`src/rtl/core/dcqcn_pkg.sv`:
```
// shared widths, constants and types for the dcqcn rate control core
// no dependencies; imported by every module of the core
`timescale 1ns / 1ps

package dcqcn_pkg;

   // field widths
   localparam int RATE_W     = 20;
   localparam int ALPHA_W    = 17;
   localparam int INC_W      = 17;
   localparam int GAIN_W     = 4;
   localparam int CMD_W      = 2;
   localparam int FLOW_W     = 9;
   localparam int BYTES_W    = 16;
   localparam int GAP_W      = 23;
   localparam int CSR_IDX_W  = 3;
   localparam int CSR_DATA_W = 20;

   // internal widths
   localparam int IDX_MAX_W = 16;               // widest flow index (65536 flows)
   localparam int NUM_W     = 29;               // (bytes + 12) * 8000
   localparam int CUT_W     = 18;               // 131072 - alpha
   localparam int PROD_W    = RATE_W + CUT_W;
   localparam int CHK_W     = 30;               // rate * 1000, line * 999
   localparam int DIV_CNT_W = 5;
   localparam int Q_DEPTH   = 2;
   localparam int Q_PTR_W   = 1;

   // arithmetic constants
   localparam logic [ALPHA_W-1:0] ALPHA_ONE     = 17'd65536;
   localparam logic [GAP_W-1:0]   GAP_MAX       = 23'h7F_FFFF;
   localparam logic [BYTES_W:0]   BYTE_OVERHEAD = 17'd12;
   localparam logic [12:0]        BYTE_TIME_NS  = 13'd8000;
   localparam logic [CUT_W-1:0]   CUT_BASE      = 18'd131072;
   localparam int                 CUT_SHIFT     = 17;
   localparam logic [9:0]         CHK_NUM       = 10'd1000;
   localparam logic [9:0]         CHK_DEN       = 10'd999;

   // register reset values
   localparam logic [RATE_W-1:0] LINE_RATE_RST = 20'd400000;
   localparam logic [INC_W-1:0]  INC_STEP_RST  = 17'd40;
   localparam logic [RATE_W-1:0] MIN_RATE_RST  = 20'd100;
   localparam logic [GAIN_W-1:0] GAIN_RST      = 4'd4;

   typedef enum logic [CMD_W-1:0] {
      CMD_CNP   = 2'd0,
      CMD_TIMER = 2'd1,
      CMD_SEND  = 2'd2,
      CMD_NOP   = 2'd3
   } cmd_type;

   typedef enum logic [CSR_IDX_W-1:0] {
      CSR_LINE_RATE = 3'd0,
      CSR_INC_STEP  = 3'd1,
      CSR_MIN_RATE  = 3'd2,
      CSR_GAIN      = 3'd3
   } csr_idx_type;

   typedef struct packed {
      logic [RATE_W-1:0] line_rate;
      logic [INC_W-1:0]  inc_step;
      logic [RATE_W-1:0] min_rate;
      logic [GAIN_W-1:0] gain_shift;
   } cfg_type;

   typedef struct packed {
      cmd_type              cmd;
      logic [IDX_MAX_W-1:0] flow_idx;
      logic [NUM_W-1:0]     num;
   } item_type;

   typedef struct packed {
      logic clearing;
      logic pop;
   } back_stat_type;

   typedef struct packed {
      logic               valid;
      logic               cnp_seen;
      logic [RATE_W-1:0]  rate;
      logic [ALPHA_W-1:0] alpha;
   } entry_type;

endpackage

```
`src/rtl/core/dcqcn_front.sv`:
```
// front end: takes requests, folds the flow index, forms the gap numerator
// and holds them in a two-entry queue; uses dcqcn_pkg
`timescale 1ns / 1ps

module dcqcn_front import dcqcn_pkg::*; #(
   parameter int FLOWS = 512
) (
   input  logic                clock,
   input  logic                reset,
   input  logic                req_valid,
   output logic                req_stall,
   input  logic [CMD_W-1:0]    req_cmd,
   input  logic [FLOW_W-1:0]   req_flow,
   input  logic [BYTES_W-1:0]  req_pkt_bytes,
   output logic                q_valid,
   output item_type            q_item,
   input  back_stat_type       back_stat
);

   localparam int IDX_W = $clog2(FLOWS);
   localparam bit FOLD  = FLOWS < (1 << FLOW_W);
   localparam logic [FLOW_W:0] MOD_K = (FLOW_W+1)'(FOLD ? FLOWS : (1 << FLOW_W));

   // remainder by the flow count, one bit per step
   function automatic logic [IDX_W-1:0] flow_index(input logic [FLOW_W-1:0] flow);
      logic [FLOW_W:0] rem;
      rem = '0;
      for (int i = FLOW_W - 1; i >= 0; i--) begin
         rem = {rem[FLOW_W-1:0], flow[i]};
         if (FOLD && rem >= MOD_K) begin
            rem = rem - MOD_K;
         end
      end
      return IDX_W'(rem);
   endfunction

   item_type             q_mem_ff [Q_DEPTH];
   logic [Q_PTR_W-1:0]   wr_ptr_ff, wr_ptr_in;
   logic [Q_PTR_W-1:0]   rd_ptr_ff, rd_ptr_in;
   logic [Q_PTR_W:0]     count_ff, count_in;
   item_type             item_in;
   logic                 push;
   logic                 pop;
   logic [BYTES_W:0]     bytes_ext;

   assign pop       = back_stat.pop;
   assign req_stall = (count_ff == (Q_PTR_W+1)'(Q_DEPTH)) || back_stat.clearing;
   assign push      = req_valid && !req_stall;
   assign q_valid   = (count_ff != '0);
   assign q_item    = q_mem_ff[rd_ptr_ff];

   always_comb begin
      bytes_ext        = {1'b0, req_pkt_bytes} + BYTE_OVERHEAD;
      item_in.cmd      = cmd_type'(req_cmd);
      item_in.flow_idx = IDX_MAX_W'(flow_index(req_flow));
      item_in.num      = NUM_W'(bytes_ext) * NUM_W'(BYTE_TIME_NS);
   end

   always_comb begin
      wr_ptr_in = push ? wr_ptr_ff + 1'b1 : wr_ptr_ff;
      rd_ptr_in = pop  ? rd_ptr_ff + 1'b1 : rd_ptr_ff;
      count_in  = count_ff;
      if (push && !pop) begin
         count_in = count_ff + 1'b1;
      end else if (pop && !push) begin
         count_in = count_ff - 1'b1;
      end
   end

   always_ff @(posedge clock) begin
      if (reset) begin
         wr_ptr_ff <= '0;
         rd_ptr_ff <= '0;
         count_ff  <= '0;
      end else begin
         wr_ptr_ff <= wr_ptr_in;
         rd_ptr_ff <= rd_ptr_in;
         count_ff  <= count_in;
      end
   end

   always_ff @(posedge clock) begin
      if (push) begin
         q_mem_ff[wr_ptr_ff] <= item_in;
      end
   end

endmodule

```
`config.mk`:
```
export PLATFORM = sky130hd
export DESIGN_NAME = dcqcn_front
export DESIGN_NICKNAME = d
export VERILOG_FILES = /design/src/rtl/core/dcqcn_pkg.sv /design/src/rtl/core/dcqcn_front.sv
export SDC_FILE = /design/constraint.sdc
export NUM_CORES = 1
export LEC_CHECK = 0
export ABC_CLOCK_PERIOD_IN_PS = 8600
export BUFFER_PORTS_ARGS = -buffer_cell sky130_fd_sc_hd__buf_2
export CAP_MARGIN = 20
export CORE_ASPECT_RATIO = 0.6
export CORE_MARGIN = 2
export CORE_UTILIZATION = 64
export DETAILED_ROUTE_END_ITERATION = 10
export HOLD_SLACK_MARGIN = 0.15
export PLACE_DENSITY = 0.88
export SETUP_SLACK_MARGIN = 0.05
export SYNTH_ARGS = -nofsm -noshare
export SYNTH_HDL_FRONTEND = slang
export SYNTH_SLANG_ARGS = --single-unit
```
`constraint.sdc`:
```
create_clock -name clock -period 8.6 [get_ports clock]
set_input_delay 0.86 -clock clock [delete_from_list [all_inputs] [get_ports clock]]
set_output_delay 0.86 -clock clock [all_outputs]
set_load 0.05 [all_outputs]
```
==> results.yml, run 1 <==
sta:
  period_minus_slack_ps: 6250
  timing.fmax_mhz: 160
  skew_ps: 4.56
  hold_viol: 0
  rsz0062_at_grt: "false"
  setup_tns_ps: 0
  setup_viol: 0
  tightest_slew_ps: 740
  slew_headroom_pct: 50.3
  slew_violations: 0
  layout_worst_path_cycle_share_pct: 72.7
die:
  core_um2: 9050
  die_width_um: 128
  num_rows: 27
  die-area_um2: 10000
  chipHeight_um: 78.3
  start_util_pct: 65.0
  boundaryPins: 81
pwr:
  power_uw: 2860
  powerDensity_nw_per_um2: 431
  leakage_uw: 0.00302
  ir_drop_uv: 270
final_layout:
  nets: 716
  regArea_um2: 2140
  multiInputGateArea_um2: 3300
  drive_gt1_share_pct: 23.8
  final_area_um2: 6630
  antenna_cells: 0
  syn2layout_area_growth_pct: 12.7
  fillers: 625
synth:
  synthArstFlopShare_pct: 0
  synth.avg_cell_area_um2: 11.6
  synth_most_common_cell: "inv_1"
  synth_cell_types: 49
  synth_common_cells: "inv_1, edfxtp_1, fa_1, ha_1, mux2_2"
  synth_warnings: 0
  yosys_register_bits: 73
  synthesis.area_um2: 5880
  syn_inst: 506
  synthTopCellsByArea: "edfxtp_1, fa_1, ha_1"
  seq_area_frac_synth_pct: 36.4
  yosysTopAreaCell: "edfxtp_1"
  synth_ff_type: "edfxtp_1"
  synth_edf_count: 68
  yosysTopAreaCellShare_pct: 34.7
worst_setup_path:
  cp_num_buf_inv: 5
  cp_data_required_time_ps: 8660
  cp.arrival_ps: 6310
  cp_slowest_stage_delay_ps: 580
  crit_chain: "buf_2 -> inv_1 -> ha_1 -> inv_1 -> nand3_1 -> xnor2_1 -> inv_1 -> fa_1 -> fa_1 -> fa_1 -> inv_1 -> fa_1 -> ha_1 -> a21oi_2 -> a21boi_1 -> a2111o_1 -> a21oi_2 -> o21ai_1 -> xor2_1"
  crit_family: "adder cells"
  slowest_stage: "xnor2_1"
  worstSetupEndpointType: "register"
  startpoint_type: "primary input"
  cp_max_fo: 8
  critPathKind: "in -> reg"
routing:
  drc: 0
  drt-total-wl_mm: 12.0
  maxUsedRoutingLayer: "met4"
  drtAntennaViolNets: 0
  wirelength_met1_mm: 5.35
  wl_per_cell_um: 17.1
  drt_iter0_markers: 309
  wl_met2_mm: 5.59
  vias: 3936
  via_per_inst: 5.61
  firstDrtPassIters: 6
  route.met3.wl_um: 904
worst_hold_path:
  hold_class: "reg -> reg"
grt:
  groute.usage.overall_pct: 25.8
  grt_pass1_wl_mm: 19.9
  grt_max_degree: 35
  grt_pass1_vias: 4045
  antenna_found_initial: 0
  grt_overflow: 0
clock_tree:
  cts_sinks: 73
  cts_tree: "done"
  cts.repair.resized: 0
  postCtsHoldBufs: 0
  cts_setup_buffers: 0
  numCtsBuffers: 9
  root_buffer: "clkbuf_16"
  clk_pin_slew_ps: 60
  cts_max_path_buffers: 2
  h-tree-depth: 3
  clock_latency_ps: 330
placement:
  placement.cell_area_um2: 6310
  port_buffers: 67
  dp_hpwl_mm: 9.05
  place_congestion: 0.944
job:
  drv_cap: 0
outcome:
  outcome: "completed"
## layout by cell type (no fill, tap or decap), drive strengths merged, types with 2 or more instances in the layout
master  Yosys  final
inv        98     99
buf        17     70
edfxtp     68     68
fa         52     52
ha         52     52
mux2       34     34
xnor2      32     32
a21oi      26     26
nand2      24     24
nor2       18     18
xor2       16     16
conb        1     13
o21ai      11     11
clkbuf      2     10
nand3       7      7
a21o        7      7
dfxtp       5      5
and3        4      4
or2         4      4
a31oi       3      3
o22ai       3      3
nor3        3      3
a211oi      2      2
o21bai      2      2
o21a        2      2
a41oi       2      2
bufinv      0      2
nand4       2      2
clkinv      0      2
## registers in the layout, summed over array words and instances (netlist names), named ones only
register,count
rd_ptr_ff,1
wr_ptr_ff,1
count_ff,2
q_mem_ff,68
## worst register-to-register path, cell delays in order, from the launching register on
cell and delay [ps]:
dfxtp_1 400, inv_1 60, a21oi_1 220, nand2_1 150, inv_1 90, ha_1 250, or3_1 350, a21oi_1 140
## through the flow
| step | worst slack [ps] | util [%] | std cells | hold WS [ps] |
|---|---|---|---|---|
| floorplan | 2800 | - | 518 | 461 |
| global placement | 2450 | 69.7 | 685 | 476 |
| detailed placement | 2190 | 69.7 | 685 | 503 |
| CTS | 2410 | 73.2 | 701 | 511 |
| global route | 2040 | 73.2 | 701 | 571 |
| finish | 2350 | 73.2 | 701 | 509 |
## worst paths after layout
check	from	to	slack, ps	depth (start not counted)
worst max-delay path	req_pkt_bytes[2]	q_mem_ff[0][21]	2350	19
worst min-delay path	count_ff[1]	count_ff[1]	510	2
worst max register to register	count_ff[0]	count_ff[1]	6860	7
worst min register to register	count_ff[1]	count_ff[1]	510	2
## routing by layer
metal | GRT usage (%) | vias up
li1 | - | 1806
met1 | 35.7 | 1931
met2 | 42.2 | 178
met3 | 5.32 | 21
met4 | 6.81 | 0
met5 | 0 | -
## layout make-up
class	count	area share [%]
Multi-Input combinational cell	328	49.7
Sequential cell	73	32.3
Inverter	98	5.55
Timing Repair Buffer	70	5.40
Clock buffer	10	3.45
Tap cell	116	2.19
Clock inverter	6	1.36
## cells by family (layout without fill, tap and decap cells)
family                   after synthesis  after routing  synth area share, %
AO/OA/AOI/OAI                         62             62                 6.57
XOR/XNOR                              48             48                 7.79
adder cells (fa/ha/maj)              104            104                 28.8
buffers and inverters                117            184                 8.34
flip-flops                            73             73                 36.4
multiplexers                          34             34                 6.51
other                                  1             13               0.0638
AND/OR/NAND/NOR                       67             67                 5.55
## power breakdown
group | total (µW) | internal [µW] | switching, µW
registers | 641 | 622 | 19.1
logic | 1820 | 656 | 1160
clock network | 396 | 255 | 141
No activity file was read; power rests on OpenSTA's default activity.
==> run 2, diff against run 1 <==
Settings changed: ABC_AREA from default to 1, ABC_CLOCK_PERIOD_IN_PS 8600 to 6600, CORE_UTILIZATION 64 to 59, PLACE_DENSITY 0.88 to 0.81.
Clock period 8.6 ns to 6.6 ns, I/O delays scaled along.
==> run 2 against run 1 <==
Compared with the run above:
- synthesized area up 5.8%
- cell count up 20%
- utilization down 3.6 points
- hold slack better by 1.1 ps
- combinational power up 23%
- largest cell class unchanged
- largest power group unchanged
==> results.yml, run 2 <==
final_layout:
  final_area_um2: 7000
  top_register: "q_mem_ff"
  final_common_cell: "inv_1"
  final_cells: 839
  antenna_cells: 0
  largest_register_ffs: 68
  syn2layout_area_growth_pct: 12.5
  final_util_pct: 69.6
  final_cell_mix: "inv_1, nand2_1, edfxtp_1, buf_2"
  largest_registers: "q_mem_ff: 68 flops, count_ff: 2 flops"
  drive_gt1_share_pct: 20.7
  nets: 835
worst_setup_path:
  cp_data_required_time_ps: 6680
  cp.arrival_ps: 5740
  worstSetupEndpointType: "register"
  critPathKind: "in -> reg"
  cp_max_fo: 5
  regToRegSetupSlack_ps: 4620
  startpoint_type: "primary input"
clock_tree:
  cts_max_path_buffers: 2
  root_buffer: "clkbuf_16"
  postCtsHoldBufs: 0
  numCtsBuffers: 9
  clk_pin_slew_ps: 60
  cts_sinks: 73
  cts_setup_buffers: 0
  cts.repair.resized: 0
  cts_tree: "done"
  clock_latency_ps: 340
  h-tree-depth: 3
synth:
  yosysTopAreaCell: "edfxtp_1"
  synth_common_cells: "inv_1, nand2_1, edfxtp_1"
  synthesis.area_um2: 6230
  synth_cell_types: 37
  synth_top_family_by_area: "adder cells"
  synthMuxAreaShare_pct: 6.15
  synth_compound_area_share_pct: 2.93
  yosysTopAreaCellShare_pct: 32.8
  synth_ff_type: "edfxtp_1"
  synthTopCellsByArea: "edfxtp_1, fa_1, ha_1"
  synthAdderAreaFrac_pct: 27.2
  seq_area_frac_synth_pct: 34.4
  synth_edf_count: 68
  synth-simple-area-share_pct: 14.4
  synth.avg_cell_area_um2: 9.96
  synthArstFlopShare_pct: 0
  synth_warnings: 0
  synth_most_common_cell: "inv_1"
  synthXorXnorAreaFrac_pct: 4.90
  syn_inst: 625
  yosys_register_bits: 73
grt:
  grt_pass1_vias: 4383
  grt_max_degree: 36
  groute.usage.overall_pct: 23.4
  antenna_found_initial: 0
  grt_overflow: 0
  grt_pass1_wl_mm: 20.7
routing:
  drtAntennaViolNets: 0
  vias: 4267
  drt-total-wl_mm: 12.3
  via_per_inst: 5.09
  drc: 0
  firstDrtPassIters: 4
  wl_per_cell_um: 14.7
  drt_iter0_markers: 279
pwr:
  powerDensity_nw_per_um2: 507
  swShare_pct: 48.3
  combPwrFrac_pct: 63.2
  ir_drop_uv: 295
  power_frac_seq_pct: 22.3
  p_switching_uw: 1710
  p_int_uw: 1830
  p_clk_share_pct: 14.5
  leakage_uw: 0.00343
placement:
  port_buffers: 67
  dp.cells: 823
  place_congestion: 0.888
  placement.cell_area_um2: 6680
  dp_hpwl_mm: 10.0
worst_hold_path:
  hold_class: "in -> reg"
die:
  die_width_um: 137
  start_util_pct: 61.9
  die-area_um2: 11400
  boundaryPins: 81
  core_um2: 10100
  num_rows: 28
  chipHeight_um: 83.6
sta:
  slew_violations: 0
  setup_viol: 0
  hold_viol: 0
  skew_ps: 2.97
  timing.fmax_mhz: 177
  slew_headroom_pct: 33.0
  rsz0062_at_grt: "false"
  layout_worst_path_cycle_share_pct: 85.7
  tightest_slew_ps: 1000
  period_minus_slack_ps: 5650
  setup_tns_ps: 0
outcome:
  outcome: "completed"
job:
  drv_cap: 0
## run 2: cell types whose count changed in the layout (fill, tap and decap cells not counted), moves of 4 or more
cell / delta
inv_1: +38
a21o_1: -5
o21ai_0: -6
nand3_1: +15
xnor2_1: -22
nor2_4: +7
nand2_1: +97
nor2_1: +6
xor2_1: +4
nand2_2: +11
## run 2: final timing paths
kind / cells past startpoint / end / start
min reg2reg: 2 / rd_ptr_ff / rd_ptr_ff
max reg2reg: 4 / q_mem_ff[0][21] / count_ff[0]
min: 1 / q_mem_ff[1][26] / req_flow[3]
max: 20 / q_mem_ff[0][21] / req_pkt_bytes[2]
## run 2: final cells by class
class                   instances  area, µm²
well taps                     135        169
flip-flops and latches         73       2140
repair buffers                 68        343
clock inverters                 7       95.1
fillers                       756       3050
clock buffers                   9        225
multi-input cells             413       3520
inverters                     134        503
## run 2: per-layer routing
layer | track usage (%) | wire length (µm)
met1 | 32.1 | 5800
met2 | 38.2 | 5790
met5 | 0 | 0
met4 | 4.73 | 112
met3 | 5.28 | 644
## run 2: logic make-up (layout without fill, tap and decap cells)
kind of cell,Yosys count,in the layout
other,1,13
adder cells (fa/ha/maj),104,104
flip-flops,73,73
AND/OR/NAND/NOR,198,198
XOR/XNOR,31,31
buffers and inverters,151,218
AO/OA/AOI/OAI,33,33
multiplexers,34,34
## run 2: metrics by stage
step	hold WS (ps)	total power (µW)	setup slack, ps
after floorplan	480	2490	1600
after global placement	496	2930	840
after detailed placement	516	3010	692
after CTS	501	3540	1010
after global routing	497	3850	678
final	510	3550	946
## run 2: power by group through the flow
| stage | sequential [µW] | combinational (µW) | clock [µW] |
|---|---|---|---|
| 6_report | 790 | 2240 | 515 |
| 3_5_place_dp | 799 | 2210 | 0 |
| 5_1_grt | 796 | 2510 | 543 |
| 4_1_cts | 791 | 2230 | 520 |
| 3_3_place_gp | 793 | 2140 | 0 |
| 2_1_floorplan | 789 | 1700 | 0 |
## run 2: critical path, cell delays in order
cell	delay (ps)
buf_2	160
inv_1	110
ha_1	280
nor2_4	210
nand4_4	170
nor2_4	160
xor2_1	570
inv_1	240
ha_1	340
inv_1	50
fa_1	470
fa_1	520
fa_1	550
inv_1	40
ha_1	360
nand2_1	120
o21ai_0	340
a21oi_1	160
nand3_1	140
nand2_1	80
==> run 3, diff against run 2 <==
Settings changed: ABC_CLOCK_PERIOD_IN_PS 6600 to 5400, CELL_PAD_IN_SITES_DETAIL_PLACEMENT from default to 2, CELL_PAD_IN_SITES_GLOBAL_PLACEMENT from default to 2, CORE_UTILIZATION 59 to 38, PLACE_DENSITY 0.81 to 0.82.
Clock period 6.6 ns to 5.4 ns, I/O delays scaled along.
==> run 3 against run 2 <==
Compared with the run above:
- sequential share of layout area fell by 1.0 points
- wire length rose by 48%
- die area rose by 53%
- sequential power rose by 23%
- first-iteration DRC count fell by 36%
- clock-buffer cell count did not move
- worst setup slack got worse by 650 ps
- register-to-register slack got worse by 1100 ps
- critical path type unchanged
- critical endpoint is now q_mem_ff[1][14]
- largest cell class unchanged
==> results.yml, run 3 (same netlist as run 2, synthesis figures left out) <==
clock_tree:
  clk_pin_slew_ps: 60
  root_buffer: "clkbuf_16"
  cts_tree: "done"
  cts.repair.resized: 0
  cts_max_path_buffers: 2
  h-tree-depth: 3
  clock_latency_ps: 350
  numCtsBuffers: 9
  cts_setup_buffers: 0
  postCtsHoldBufs: 0
  cts_sinks: 73
sta:
  setup_viol: 0
  rsz0062_at_grt: "true"
  timing.fmax_mhz: 196
  skew_ps: 7.94
  slew_violations: 0
  fin_hold_ws_ps: 377
  hold_viol: 0
  layout_worst_path_cycle_share_pct: 94.5
  setup_tns_ps: 0
  period_minus_slack_ps: 5100
routing:
  vias: 4496
  maxUsedRoutingLayer: "met4"
  route.met3.wl_um: 554
  wl_per_cell_um: 19.7
  drt-total-wl_mm: 18.2
  wirelength_met1_mm: 7.90
  firstDrtPassIters: 4
  wl_met2_mm: 9.47
  drc: 0
  drt_iter0_markers: 178
  drtAntennaViolNets: 0
  via_per_inst: 4.87
worst_setup_path:
  cp_slowest_stage_delay_ps: 560
  r2r_end: "count_ff[1]"
  regToRegSetupSlack_ps: 3480
  slowest_stage: "fa_1"
  worst-r2r-cell-count: 9
  cp_max_fo: 5
  cp_data_required_time_ps: 5530
  worstSetupEndpointType: "register"
  crit_chain: "buf_2 -> inv_1 -> ha_2 -> nor2_4 -> or2_2 -> nand2_1 -> inv_2 -> fa_1 -> inv_1 -> fa_1 -> fa_1 -> fa_1 -> inv_1 -> ha_1 -> nand2_1 -> inv_1 -> nand2_1 -> nand2_1 -> inv_1 -> nand2_1 -> xor2_1"
  rr_startpoint: "count_ff[0]"
  critPathKind: "in -> reg"
  startpoint_type: "primary input"
  cp.arrival_ps: 5230
final_layout:
  antenna_cells: 0
  drive_gt1_share_pct: 23.1
  fillers: 1728
  nets: 846
  largest_registers: "q_mem_ff: 68 flops, count_ff: 2 flops"
  top_register: "q_mem_ff"
  syn2layout_area_growth_pct: 16.4
  final_cells: 924
  largest_register_ffs: 68
  final_area_um2: 7250
  final_common_cell: "inv_1"
  final_cell_mix: "inv_1, nand2_1, edfxtp_1, buf_2, fa_1"
die:
  chipHeight_um: 103
  boundaryPins: 81
  die_width_um: 169
  start_util_pct: 38.6
  die-area_um2: 17500
  core_um2: 16100
  num_rows: 36
placement:
  placement.cell_area_um2: 6840
  port_buffers: 67
  dp.cells: 906
  place_congestion: 0.842
  dp_hpwl_mm: 14.7
pwr:
  swShare_pct: 51.7
  ir_drop_uv: 255
  combPwrFrac_pct: 65.1
  p_int_uw: 2290
  leakage_uw: 0.00351
  p_clk_share_pct: 14.3
  powerDensity_nw_per_um2: 653
  p_switching_uw: 2440
  power_frac_seq_pct: 20.6
worst_hold_path:
  hold_end: "q_mem_ff[0][31]"
  min-delay-start: "req_flow[8]"
  min_path_cells: 1
  hold_class: "in -> reg"
grt:
  grt_overflow: 0
  grt_pass1_wl_mm: 29.2
  groute.usage.overall_pct: 22.5
  grt_max_degree: 36
  antenna_found_initial: 0
  grt_pass1_vias: 5210
outcome:
  outcome: "completed"
job:
  drv_cap: 0
run 3: worst max-delay path: cells and delay by family:
family	cells	cell delay, ps
simple gates	7	920
buf+inv	7	660
fa+ha+maj	6	2790
xor+xnor	1	330
run 3: stage by stage:
step	setup WS (ps)	power, µW	utilization [%]
2_1_floorplan	523	3040	-
3_3_place_gp	18.5	3680	42.4
3_5_place_dp	-212	3960	42.4
4_1_cts	59.4	4750	44.4
5_1_grt	25.6	5130	44.9
6_report	297	4730	44.9
run 3: final cells by class:
| type | instances | area, µm² | area share [%] |
|---|---|---|---|
| multi-input combinational | 413 | 3570 | 49.2 |
| sequential | 73 | 2140 | 29.6 |
| inverter | 134 | 503 | 6.94 |
| timing repair buffer | 79 | 450 | 6.21 |
| tap | 209 | 262 | 3.61 |
| clock buffer | 9 | 225 | 3.11 |
| clock inverter | 7 | 100 | 1.38 |
run 3: worst max path at each step:
stage	startpoint	endpoint	slack, ps
after floorplan	req_pkt_bytes[2]	q_mem_ff[0][22]	520
after CTS	req_pkt_bytes[2]	q_mem_ff[1][14]	60
after global routing	req_pkt_bytes[3]	q_mem_ff[1][20]	30
final	req_pkt_bytes[2]	q_mem_ff[1][14]	300
after detailed placement	req_pkt_bytes[2]	q_mem_ff[1][17]	-210
after global placement	req_pkt_bytes[2]	q_mem_ff[0][17]	20
run 3: routing by layer:
metal	global-route usage [%]	up-vias
met5	0	-
met4	6.11	0
met3	3.92	25
met2	41.3	72
met1	27.7	2281
li1	-	2118
run 3: power by group through the flow:
stage	sequential, µW	clock (µW)	combinational, µW
floorplan	964	0	2080
global placement	966	0	2710
detailed placement	984	0	2980
CTS	975	689	3080
global route	981	703	3440
finish	973	678	3080
